## src/rtl/isort_pkg.sv

```systemverilog
// ----------------------------------------------------------------------------
// isort_pkg
// Shared command and status types between the sort controller and datapath.
// ----------------------------------------------------------------------------
package isort_pkg;

	// field widths fixed by the channel payloads
	localparam int unsigned ValueBits = 32;

	// commands from controller to datapath
	typedef struct packed {
		logic take_in;   // accept an input item, latch it
		logic shift;     // move the entry at j-1 up to j
		logic put;       // write the new element at j, count it
		logic emit_ld;   // load the next sorted entry into the output register
	} isort_cmd_t;

	// status from datapath to controller
	typedef struct packed {
		logic full;        // store holds DEPTH entries
		logic count_zero;  // store is empty
		logic item_last;   // last mark on the offered input item
		logic last;        // last mark of the item being inserted
		logic goes_after;  // stored entry must follow the new element
		logic j_one;       // insertion point has reached slot one
		logic emit_end;    // entry being emitted is the final one
		logic out_free;    // output register can take a new result
	} isort_sts_t;

endpackage

```

## src/rtl/isort_in_if.sv

```systemverilog
// ----------------------------------------------------------------------------
// isort_in_if
// Input element channel: one signed value and a last-of-set mark.
// ----------------------------------------------------------------------------
interface isort_in_if;
	logic               valid;
	logic               ready;
	logic signed [31:0] value;
	logic               last;

	modport source (output valid, output value, output last, input ready);
	modport sink   (input valid, input value, input last, output ready);
endinterface

```

## src/rtl/isort_out_if.sv

```systemverilog
// ----------------------------------------------------------------------------
// isort_out_if
// Result channel: sorted values with end-of-set and overflow marks.
// ----------------------------------------------------------------------------
interface isort_out_if;
	logic               valid;
	logic               ready;
	logic signed [31:0] sorted_value;
	logic               end_of_set;
	logic               overflow;

	modport source (output valid, output sorted_value, output end_of_set,
		output overflow, input ready);
	modport sink   (input valid, input sorted_value, input end_of_set,
		input overflow, output ready);
endinterface

```

## src/rtl/isort_cfg_if.sv

```systemverilog
// ----------------------------------------------------------------------------
// isort_cfg_if
// Configuration write channel for the sort order bit.
// ----------------------------------------------------------------------------
interface isort_cfg_if;
	logic valid;
	logic ready;
	logic descending;

	modport source (output valid, output descending, input ready);
	modport sink   (input valid, input descending, output ready);
endinterface

```

## src/rtl/isort_dp.sv

```systemverilog
// ----------------------------------------------------------------------------
// isort_dp
// Sort datapath: element store, insertion pointer, counters and output register.
// ----------------------------------------------------------------------------
module isort_dp import isort_pkg::*; #(
	parameter int unsigned DEPTH        = 32,
	parameter int unsigned ELEMENT_BITS = 32
) (
	input  logic                        clk,
	input  logic                        arst_n,
	input  logic signed [ValueBits-1:0] item_value,
	input  logic                        item_last,
	input  logic                        cfg_we,
	input  logic                        cfg_descending,
	input  isort_cmd_t                  cmd,
	output isort_sts_t                  sts,
	input  logic                        out_ready,
	output logic                        out_valid,
	output logic signed [ValueBits-1:0] out_value,
	output logic                        out_end,
	output logic                        out_ovf
);

	localparam int unsigned AW = $clog2(DEPTH);
	localparam int unsigned CW = $clog2(DEPTH + 1);

	logic [ELEMENT_BITS-1:0] mem_q [DEPTH];
	logic [ELEMENT_BITS-1:0] rd_data_q;
	logic [ELEMENT_BITS-1:0] elem_q;
	logic                    last_q;
	logic [AW-1:0]           j_q;
	logic [CW-1:0]           count_q;
	logic                    dropped_q;
	logic                    desc_q;
	logic [AW-1:0]           emit_idx_q;
	logic                    out_valid_q;
	logic [ValueBits-1:0]    out_value_q;
	logic                    out_end_q;
	logic                    out_ovf_q;

	logic signed [63:0]      val_ext;
	logic signed [63:0]      rd_ext;
	logic [ELEMENT_BITS-1:0] elem_in;
	logic [AW-1:0]           rd_addr;
	logic                    we;
	logic [ELEMENT_BITS-1:0] wdata;
	logic                    full;
	logic                    emit_end;
	logic                    out_free;
	logic                    goes_after;

	// cut the input to the element width, sign extended from 32 bits
	assign val_ext = 64'(item_value);
	assign elem_in = val_ext[ELEMENT_BITS-1:0];
	assign rd_ext  = 64'($signed(rd_data_q));

	assign full     = (count_q == CW'(DEPTH));
	assign emit_end = ((CW'(emit_idx_q) + CW'(1)) == count_q);
	assign out_free = !out_valid_q || out_ready;

	always_comb begin
		if (desc_q) begin
			goes_after = ($signed(rd_data_q) < $signed(elem_q));
		end else begin
			goes_after = ($signed(rd_data_q) > $signed(elem_q));
		end
	end

	always_comb begin
		if (cmd.take_in) begin
			rd_addr = AW'(count_q - CW'(1));
		end else if (cmd.shift) begin
			rd_addr = j_q - AW'(2);
		end else begin
			rd_addr = emit_idx_q;
		end
	end

	assign we    = cmd.shift || cmd.put;
	assign wdata = cmd.shift ? rd_data_q : elem_q;

	// element store, registered read
	always_ff @(posedge clk) begin
		if (we) begin
			mem_q[j_q] <= wdata;
		end
		rd_data_q <= mem_q[rd_addr];
	end

	always_ff @(posedge clk) begin
		if (cmd.take_in) begin
			elem_q <= elem_in;
			last_q <= item_last;
		end
		if (cmd.emit_ld) begin
			out_value_q <= rd_ext[ValueBits-1:0];
			out_end_q   <= emit_end;
			out_ovf_q   <= dropped_q;
		end
	end

	always_ff @(posedge clk or negedge arst_n) begin
		if (!arst_n) begin
			j_q         <= '0;
			count_q     <= '0;
			dropped_q   <= 1'b0;
			desc_q      <= 1'b0;
			emit_idx_q  <= '0;
			out_valid_q <= 1'b0;
		end else begin
			if (cfg_we) begin
				desc_q <= cfg_descending;
			end
			if (cmd.take_in) begin
				j_q <= count_q[AW-1:0];
				if (full) begin
					dropped_q <= 1'b1;
				end
			end else if (cmd.shift) begin
				j_q <= j_q - AW'(1);
			end
			if (cmd.put) begin
				count_q <= count_q + CW'(1);
			end
			if (cmd.emit_ld) begin
				out_valid_q <= 1'b1;
				if (emit_end) begin
					count_q    <= '0;
					dropped_q  <= 1'b0;
					emit_idx_q <= '0;
				end else begin
					emit_idx_q <= emit_idx_q + AW'(1);
				end
			end else if (out_ready) begin
				out_valid_q <= 1'b0;
			end
		end
	end

	always_comb begin
		sts            = '0;
		sts.full       = full;
		sts.count_zero = (count_q == '0);
		sts.item_last  = item_last;
		sts.last       = last_q;
		sts.goes_after = goes_after;
		sts.j_one      = (j_q == AW'(1));
		sts.emit_end   = emit_end;
		sts.out_free   = out_free;
	end

	assign out_valid = out_valid_q;
	assign out_value = out_value_q;
	assign out_end   = out_end_q;
	assign out_ovf   = out_ovf_q;

endmodule

```

## src/rtl/isort_ctrl.sv

```systemverilog
// ----------------------------------------------------------------------------
// isort_ctrl
// Sort controller: sequences insertion, shifting and emission of the set.
// ----------------------------------------------------------------------------
module isort_ctrl import isort_pkg::*; (
	input  logic       clk,
	input  logic       arst_n,
	input  logic       item_valid,
	output logic       item_ready,
	output isort_cmd_t cmd,
	input  isort_sts_t sts
);

	localparam logic [2:0] S_IDLE    = 3'd0;
	localparam logic [2:0] S_CMP     = 3'd1;
	localparam logic [2:0] S_PUT     = 3'd2;
	localparam logic [2:0] S_EMIT_RD = 3'd3;
	localparam logic [2:0] S_EMIT_LD = 3'd4;

	logic [2:0] state_q;
	logic [2:0] state_next;

	always_comb begin
		cmd        = '0;
		state_next = state_q;
		item_ready = 1'b0;
		unique case (state_q)
			S_IDLE: begin
				item_ready = 1'b1;
				if (item_valid) begin
					cmd.take_in = 1'b1;
					if (sts.full) begin
						state_next = sts.item_last ? S_EMIT_RD : S_IDLE;
					end else if (sts.count_zero) begin
						state_next = S_PUT;
					end else begin
						state_next = S_CMP;
					end
				end
			end
			S_CMP: begin
				if (sts.goes_after) begin
					cmd.shift = 1'b1;
					if (sts.j_one) begin
						state_next = S_PUT;
					end
				end else begin
					cmd.put    = 1'b1;
					state_next = sts.last ? S_EMIT_RD : S_IDLE;
				end
			end
			S_PUT: begin
				cmd.put    = 1'b1;
				state_next = sts.last ? S_EMIT_RD : S_IDLE;
			end
			S_EMIT_RD: begin
				// store read of the next entry is in flight
				state_next = S_EMIT_LD;
			end
			S_EMIT_LD: begin
				if (sts.out_free) begin
					cmd.emit_ld = 1'b1;
					state_next  = sts.emit_end ? S_IDLE : S_EMIT_RD;
				end
			end
			default: begin
				state_next = S_IDLE;
			end
		endcase
	end

	always_ff @(posedge clk or negedge arst_n) begin
		if (!arst_n) begin
			state_q <= S_IDLE;
		end else begin
			state_q <= state_next;
		end
	end

endmodule

```

## src/rtl/insertion_sort_engine.sv

```systemverilog
// ----------------------------------------------------------------------------
// insertion_sort_engine
// Sorts a set of signed values by insertion and streams the sorted set out.
// ----------------------------------------------------------------------------
// Usage:
//   item: one signed value per transaction, last marks the end of the set.
//   result: the sorted set, one value per transaction, end_of_set on the
//     final one, overflow on every value of a set that lost elements.
//   cfg: writes the order bit (0 ascending, 1 descending); write it only
//     while no set is being inserted or emitted.
// Insertion: an item is dropped when the store is full; otherwise k stored
//   entries move up before it is written, with k = 0 when it goes at the top
//   and k at most DEPTH - 1. One store read port is shared by the
//   compare/shift loop, so one entry moves per cycle.
// Emission: after the last item is inserted, each result is read from the
//   store, then loaded into the output register once that register is free.
// Stall: a held result blocks the next store read; no input is taken until
//   the final result is in the output register, which then frees the input.
// Reset: empties the store, clears the dropped mark and selects ascending.
// ----------------------------------------------------------------------------
module insertion_sort_engine import isort_pkg::*; #(
	parameter int unsigned DEPTH        = 32,
	parameter int unsigned ELEMENT_BITS = 32
) (
	input logic         clk,
	input logic         arst_n,
	isort_in_if.sink    item,
	isort_out_if.source result,
	isort_cfg_if.sink   cfg
);

	isort_cmd_t cmd;
	isort_sts_t sts;

	assign cfg.ready = 1'b1;

	isort_ctrl u_ctrl (
		.clk        (clk),
		.arst_n     (arst_n),
		.item_valid (item.valid),
		.item_ready (item.ready),
		.cmd        (cmd),
		.sts        (sts)
	);

	isort_dp #(
		.DEPTH        (DEPTH),
		.ELEMENT_BITS (ELEMENT_BITS)
	) u_dp (
		.clk            (clk),
		.arst_n         (arst_n),
		.item_value     (item.value),
		.item_last      (item.last),
		.cfg_we         (cfg.valid),
		.cfg_descending (cfg.descending),
		.cmd            (cmd),
		.sts            (sts),
		.out_ready      (result.ready),
		.out_valid      (result.valid),
		.out_value      (result.sorted_value),
		.out_end        (result.end_of_set),
		.out_ovf        (result.overflow)
	);

	// at most one datapath operation per cycle
	a_cmd_onehot: assert property (@(posedge clk) disable iff (!arst_n)
		$onehot0({cmd.take_in, cmd.shift, cmd.put, cmd.emit_ld}))
		else $error("more than one datapath command at once");

	// a shift only happens when the stored entry must follow the new one
	a_shift_cmp: assert property (@(posedge clk) disable iff (!arst_n)
		cmd.shift |-> sts.goes_after)
		else $error("shift without a successful compare");

	// a result appears only after an output load
	a_result_load: assert property (@(posedge clk) disable iff (!arst_n)
		$rose(result.valid) |-> $past(cmd.emit_ld))
		else $error("result valid without a load");

	// no input is taken while the set is being emitted
	a_emit_busy: assert property (@(posedge clk) disable iff (!arst_n)
		cmd.emit_ld |-> !item.ready)
		else $error("input ready during emission");

endmodule
```

## src/flat_wrapper.sv

```systemverilog
// flat-port wrapper written by rule: the top's interface ports become plain ports
module insertion_sort_engine_flat import isort_pkg::*;
#(
	parameter int unsigned DEPTH        = 32,
	parameter int unsigned ELEMENT_BITS = 32
)
  (clk, arst_n, item_valid, item_value, item_last, item_ready, result_valid, result_sorted_value, result_end_of_set, result_overflow, result_ready, cfg_valid, cfg_descending, cfg_ready);
  isort_in_if item_i ();
  isort_out_if result_i ();
  isort_cfg_if cfg_i ();
  input logic clk;
  input logic arst_n;
  input wire logic [$bits(item_i.valid)-1:0] item_valid;
  input wire logic [$bits(item_i.value)-1:0] item_value;
  input wire logic [$bits(item_i.last)-1:0] item_last;
  output wire logic [$bits(item_i.ready)-1:0] item_ready;
  output wire logic [$bits(result_i.valid)-1:0] result_valid;
  output wire logic [$bits(result_i.sorted_value)-1:0] result_sorted_value;
  output wire logic [$bits(result_i.end_of_set)-1:0] result_end_of_set;
  output wire logic [$bits(result_i.overflow)-1:0] result_overflow;
  input wire logic [$bits(result_i.ready)-1:0] result_ready;
  input wire logic [$bits(cfg_i.valid)-1:0] cfg_valid;
  input wire logic [$bits(cfg_i.descending)-1:0] cfg_descending;
  output wire logic [$bits(cfg_i.ready)-1:0] cfg_ready;
  assign item_i.valid = item_valid;
  assign item_i.value = item_value;
  assign item_i.last = item_last;
  assign item_ready = item_i.ready;
  assign result_valid = result_i.valid;
  assign result_sorted_value = result_i.sorted_value;
  assign result_end_of_set = result_i.end_of_set;
  assign result_overflow = result_i.overflow;
  assign result_i.ready = result_ready;
  assign cfg_i.valid = cfg_valid;
  assign cfg_i.descending = cfg_descending;
  assign cfg_ready = cfg_i.ready;
  insertion_sort_engine #(.DEPTH(DEPTH), .ELEMENT_BITS(ELEMENT_BITS)) u_core (.clk(clk), .arst_n(arst_n), .item(item_i), .result(result_i), .cfg(cfg_i));
endmodule
```

## config.mk

```make
export PLATFORM = sky130hd
export DESIGN_NAME = insertion_sort_engine_flat
export DESIGN_NICKNAME = d
export VERILOG_FILES = /design/src/rtl/isort_pkg.sv /design/src/rtl/isort_in_if.sv /design/src/rtl/isort_out_if.sv /design/src/rtl/isort_cfg_if.sv /design/src/rtl/isort_dp.sv /design/src/rtl/isort_ctrl.sv /design/src/rtl/insertion_sort_engine.sv /design/src/flat_wrapper.sv
export SDC_FILE = /design/constraint.sdc
export NUM_CORES = 1
export LEC_CHECK = 0
export BUFFER_PORTS_ARGS = -buffer_cell sky130_fd_sc_hd__buf_4
export CAP_MARGIN = 20
export CORE_MARGIN = 2
export CORE_UTILIZATION = 33
export CTS_BUF_LIST = sky130_fd_sc_hd__clkbuf_8
export CTS_CLUSTER_DIAMETER = 50
export DETAILED_ROUTE_END_ITERATION = 8
export GPL_ROUTABILITY_DRIVEN = 0
export PLACE_DENSITY = 0.51
export SYNTH_ARGS = -nofsm -noshare
export SYNTH_HDL_FRONTEND = slang
export SYNTH_SLANG_ARGS = --single-unit
```

## constraint.sdc

```tcl
create_clock -name clk -period 6.35 [get_ports clk]
set_clock_uncertainty 0.15 [all_clocks]
set_input_delay 0.9525 -clock clk [delete_from_list [all_inputs] [get_ports clk]]
set_output_delay 0.9525 -clock clk [all_outputs]
set_load 0.01 [all_outputs]
```

# Word level (Yosys, flattened, before mapping)
# Memories as Yosys holds them, arrays and structs flattened. A register that Yosys moved wholly into a read port is not among the register bits.
# Cells that the tools add are included.
dict set report op_classes {
  n_addsub 6
  order_cmp 2
  n_eq_ne 10
  muxes 37
  reduce_logical 8
}
# op count
set ops {}
lappend ops {{$gt A32 B32 Y1} 1}
lappend ops {{$lt A32 B32 Y1} 1}
lappend ops {{$mux W32} 1}
lappend ops {{$mux W5} 5}
lappend ops {{$mux W6} 3}
lappend ops {{$mux W1} 17}
lappend ops {{$mux W3} 5}
lappend ops {{$pmux W3 S5} 1}
lappend ops {{$sub A5 B1 Y5 const B} 2}
lappend ops {{$mux W2} 4}
lappend ops {{$add A5 B1 Y6 const B} 1}
lappend ops {{$add A6 B1 Y6 const B} 1}
lappend ops {{$eq A3 B2 Y1 const B} 2}
lappend ops {{$eq A6 B6 Y1} 1}
lappend ops {{$eq A6 B6 Y1 const B} 1}
lappend ops {{$logic_not A6 Y1} 1}
lappend ops {{$add A5 B1 Y5 const B} 1}
lappend ops {{$eq A5 B1 Y1 const B} 1}
lappend ops {{$sub A5 B2 Y5 const B} 1}
lappend ops {{$ne A2 B2 Y1 const B} 2}
lappend ops {{$reduce_bool A2 Y1} 2}
lappend ops {{$eq A3 B1 Y1 const B} 1}
lappend ops {{$eq A3 B3 Y1 const B} 1}
lappend ops {{$logic_not A3 Y1} 1}
lappend ops {{other kinds (5)} 6}
dict set report word_totals {
  register_bits 89
  mem_bits_rw 1024
  output_inout_bits 37
  memories 1
}
# name depth word_bits rd rd_clocked_by_memory_dff wr line_no
set mem_list {}
lappend mem_list {u_core.u_dp.mem_q 32 32 1 1 1 isort_dp.sv:27} ;# logic [ELEMENT_BITS-1:0] mem_q [DEPTH];

# Longest topological paths before layout
dict set report logic_depth {
  word_depth 7
  depth_mapped 16
}

# By module
# Synthesis repeated with hierarchy kept, for this count alone.
dict set report hier_totals {
  hier_cells 3098
  hier_area_um2 45269.7
}
# mod n_inst cells_each area_each_um2 seq_area_each_um2
set modules_own_cells {}
lappend modules_own_cells {isort_dp 1 3059 44959.4 33877.5}
lappend modules_own_cells {isort_ctrl 1 37 299.0 75.1}
lappend modules_own_cells {insertion_sort_engine 1 2 11.3 0.0}

# Worst setup path before layout
# OpenSTA, ideal clock, no wires.
dict set report synth_timing {
  path_type {reg2reg}
  startpoint {reg u_core.u_ctrl.state_q[2]}
  endpoint {reg u_core.u_dp.rd_data_q[0] (read register of u_core.u_dp.mem_q)}
  setup_time_ps 122
  t_arrival_ps 3615
  setup_slack_ps 2463
  stages_incl_launch_ff 13
  cell_sequence {dfrtp_1 clkbuf_1 nor3_1 nand2_1 clkbuf_1 inv_1 clkbuf_1 nand3_1 o31ai_2 nand2_1 clkbuf_1 o22ai_1 nor4_2}
}
# element line_no
set synth_rtl {}
lappend synth_rtl {{start: declaration} isort_ctrl.sv:20} ;# logic [2:0] state_q;
lappend synth_rtl {{start signal: assignment} isort_ctrl.sv:76} ;# state_q <= state_next;
lappend synth_rtl {{end: declaration} isort_dp.sv:28} ;# logic [ELEMENT_BITS-1:0] rd_data_q;

# Worst setup path in the final report
dict set report layout_timing {
  startpoint {reg u_core.u_dp.elem_q[31]}
  endpoint {reg u_core.u_dp.rd_data_q[0] (read register of u_core.u_dp.mem_q)}
}
dict set report layout_between {
  elab_chain_cells 6
  word_cells_on_any_way 7
  cone_classes {order compare: 2; mux: 5}
}
# element line_no
set layout_lines {}
lappend layout_lines {{start: declaration} isort_dp.sv:29} ;# logic [ELEMENT_BITS-1:0] elem_q;
lappend layout_lines {{start signal: assignment} isort_dp.sv:92} ;# elem_q <= elem_in;
lappend layout_lines {{$gt A32 B32 Y1 / $lt A32 B32 Y1 (equally long branches)} {isort_dp.sv:65, isort_dp.sv:63}}
lappend layout_lines {{$mux W1 (*)} isort_dp.sv:62} ;# if (desc_q) begin
lappend layout_lines {{$mux W1 (*)} isort_ctrl.sv:42} ;# if (sts.goes_after) begin
lappend layout_lines {{$mux W1 (*)} isort_ctrl.sv:27} ;# unique case (state_q)
lappend layout_lines {{$mux W5 (*)} isort_dp.sv:72} ;# end else if (cmd.shift) begin
lappend layout_lines {{$mux W5 (*)} isort_dp.sv:70} ;# if (cmd.take_in) begin
# Mark *: on every way between the ends. The rest lies on a longest branch, timed or not.
# A chain may end at the register's enable or synchronous reset.

==> impl_metrics.csv <==
group,metric,value,unit
yosys,yosysUniqueCellTypes,67,
sta,maxSlewViolCount,0,
finish,fill_cells,12680,
yosys,synthArstFlopShare,1.921,%
drt,vias,25870,
cts,htreeDepth,4,
worst_setup_path,worstPathArrival,6.16,ns
die,die_h,376.2,µm
job,maxCapViolCount,0,
global_routing,grt_overflow,0,
global_routing,grt_pass1_wl,181.8,mm
worst_setup_path,critPathTopFamily,"simple AND/OR/NAND/NOR gates",
worst_setup_path,crit_slowest_cell,"buf_4",
finish,syn_to_final_growth,14.49,%
sta,fin_tns_setup,0,ns
drt,vias_per_cell,5.240,
sta,min_period_over_period,88.43,%
sta,setup_viol,0,
yosys,synth_top_flop_cell,"edfxtp_1",
placement,hpwl,73.86,mm
yosys,ys_ff_latch,1145,
die,io_pins,76,
global_routing,antenna_found_initial,3,
cts,worstSkewPairLatency,0.90,ns
global_routing,grt_pass1_vias,25510,
die,die_area,141500,µm²
worst_setup_path,startpoint_type,"flop",
drt,drt-initial-drc-count,2597,
worst_setup_path,cp_common_cell,"mux2i_1",
die,die-width,376.2,µm
yosys,yosys_warnings,0,
yosys,syn-instance-count,2816,
worst_setup_path,path_cells,"inv_1, ha_1, nand4_2, nor4_4, a21oi_1, a21oi_2, a21o_2, nand4_1, nand3_4, buf_12, buf_4, mux2i_1, mux2i_1, o22ai_1, nor4_2",
min_path,hold_path.class,"input pin to flop",
drt,drc,0,
sta,slew-limit-headroom,25.24,%
finish,drive_gt1_share,16.30,%
sta,tightest_slew,1.119,ns
die,start_util,33.25,%
die,core-area,137500,µm²
finish,layout_common_cells,"edfxtp_1, mux2i_1, nand2_1, clkbuf_8, a21oi_1",
yosys,synth.avg_cell_area,16.23,µm²
outcome,outcome,"finished, final reports clean",
cts,cts_tree,"done",
worst_setup_path,required,6.89,ns
worst_setup_path,cp-end-kind,"flop",
yosys,synth_edf_count,1091,
drt,ant_nets,0,
cts,root_buffer,"clkbuf_8",
drt,avgRoutedWirePerCell,25.94,µm
finish,layout_commonest_cell,"edfxtp_1",
die,rows,136,
yosys,yosysSeqAreaShare,74.27,%
worst_setup_path,cp_slowest_stage_delay,0.75,ns
global_routing,grt_max_degree,114,
finish,fin_nets,3072,
global_routing,grt_usage,17.91,%
cts,clk_pin_slew,0.06,ns
cts,cts_buffers,183,
yosys,synth_nets,2897,
yosys,syn-cell-area,45710,µm²
placement,io_buffers,74,
cts,numClockSinks,1145,
drt,dr.pass1.iters,8,
worst_setup_path,crit_type,"flop to flop",
sta,final_hold_viol_count,0,
cts,ctsLongestPathBuffers,3,
sta,finalCriticalPeriod,5.616,ns
sta,grt_setup_unrepaired,"no",
worst_setup_path,crit_fanout,90,
drt,totalWireLength,128.1,mm
sta,clock.fmax,178.1,MHz
worst_setup_path,crit_buf_inv,3,
==> per-layer routing <==
metal	global-route usage, %	vias up	wire length, µm
li1	-	11390	-
met1	24.49	13290	55750
met2	28.13	980	59790
met3	4.112	210	9201
met4	5.962	0	3332
met5	0	-	0
==> sequential cells by signal, indices dropped and copies added, names as in the netlist, 3 cells and up <==
register,cells
u_core.u_ctrl.state_q,3
u_core.u_dp.count_q,6
u_core.u_dp.elem_q,32
u_core.u_dp.emit_idx_q,5
u_core.u_dp.j_q,5
u_core.u_dp.mem_q,1024
u_core.u_dp.out_value,32
u_core.u_dp.rd_data_q,32
==> cell families (layout without fill, tap and decap cells) <==
| kind of cell | Yosys count | after routing | synth area share [%] |
|---|---|---|---|
| flops | 1145 | 1145 | 74.27 |
| mux | 477 | 477 | 10.56 |
| compound gates | 464 | 464 | 6.635 |
| simple gates | 460 | 460 | 4.743 |
| buf+inv | 208 | 534 | 2.269 |
| fa+ha+maj | 42 | 42 | 1.150 |
| xor+xnor | 19 | 19 | 0.3640 |
| other cells | 1 | 2 | 0.008203 |
==> synthesized netlist by cell type, types with 10 or more instances <==
library cell / n / area [µm²]
dfrtp_1: 22 / 550.5
o21ai_0: 22 / 110.1
mux2i_1: 441 / 4414
dfxtp_1: 32 / 640.6
buf_2: 61 / 305.3
inv_1: 42 / 157.7
ha_1: 42 / 525.5
xnor2_1: 10 / 87.58
a22oi_1: 64 / 480.5
clkbuf_1: 61 / 229.0
mux2_2: 33 / 371.6
nand4_1: 16 / 100.1
nand2_1: 305 / 1145
nor2_1: 53 / 198.9
o22ai_1: 124 / 775.7
nor4_2: 30 / 375.4
buf_4: 31 / 232.7
a21oi_1: 147 / 735.7
nor3_1: 10 / 50.05
a32oi_1: 64 / 560.5
edfxtp_1: 1091 / 32760
nand3_1: 15 / 75.07
==> timing repair <==
action,4_1_cts,5_1_grt
resized for setup,0,0
endpoints found under the hold margin,23,0
setup buffers,0,0
hold buffers,2,0
==> stage by stage <==
step	cells	setup slack [ns]	utilization, %	hold slack [ns]	instance area, µm²
2_1_floorplan	2816	2.463	-	0.2582	45710
3_3_place_gp	4591	0.9168	35.40	0.2911	48670
3_5_place_dp	4595	0.8023	35.47	0.3066	48770
4_1_cts	4933	0.7532	38.02	0.002348	52280
5_1_grt	4937	0.3526	38.07	0.04252	52340
6_report	4937	0.7345	38.07	0.1070	52340
==> final timing paths <==
| path | startpoint | to | slack [ns] | cells after the start |
|---|---|---|---|---|
| max in group asynchronous | arst_n | u_core.u_dp.j_q[1] | 5.43 | 2 |
| max reg2reg | u_core.u_dp.elem_q[31] | u_core.u_dp.rd_data_q[0] | 0.73 | 15 |
| max | u_core.u_dp.elem_q[31] | u_core.u_dp.rd_data_q[0] | 0.73 | 15 |
| min reg2reg | u_core.u_dp.rd_data_q[0] | u_core.u_dp.out_value[0] | 0.29 | 0 |
| min in group asynchronous | arst_n | u_core.u_dp.count_q[3] | 0.37 | 2 |
| min | item_value[29] | u_core.u_dp.elem_q[29] | 0.11 | 1 |
==> layout make-up <==
type / count / area, µm² / share of cell area [%]
flip-flops and latches: 1145 / 33950 / 64.87
multi-input cells: 1463 / 11030 / 21.08
clock buffers: 205 / 2821 / 5.391
well taps: 1794 / 2245 / 4.289
repair buffers: 155 / 1454 / 2.778
clock inverters: 131 / 669.4 / 1.279
inverters: 43 / 161.4 / 0.3084
diodes: 1 / 2.502 / 0.004781
Power is not shown: default switching activity piles up to over one toggle a cycle in this logic, so the estimate is an artifact.
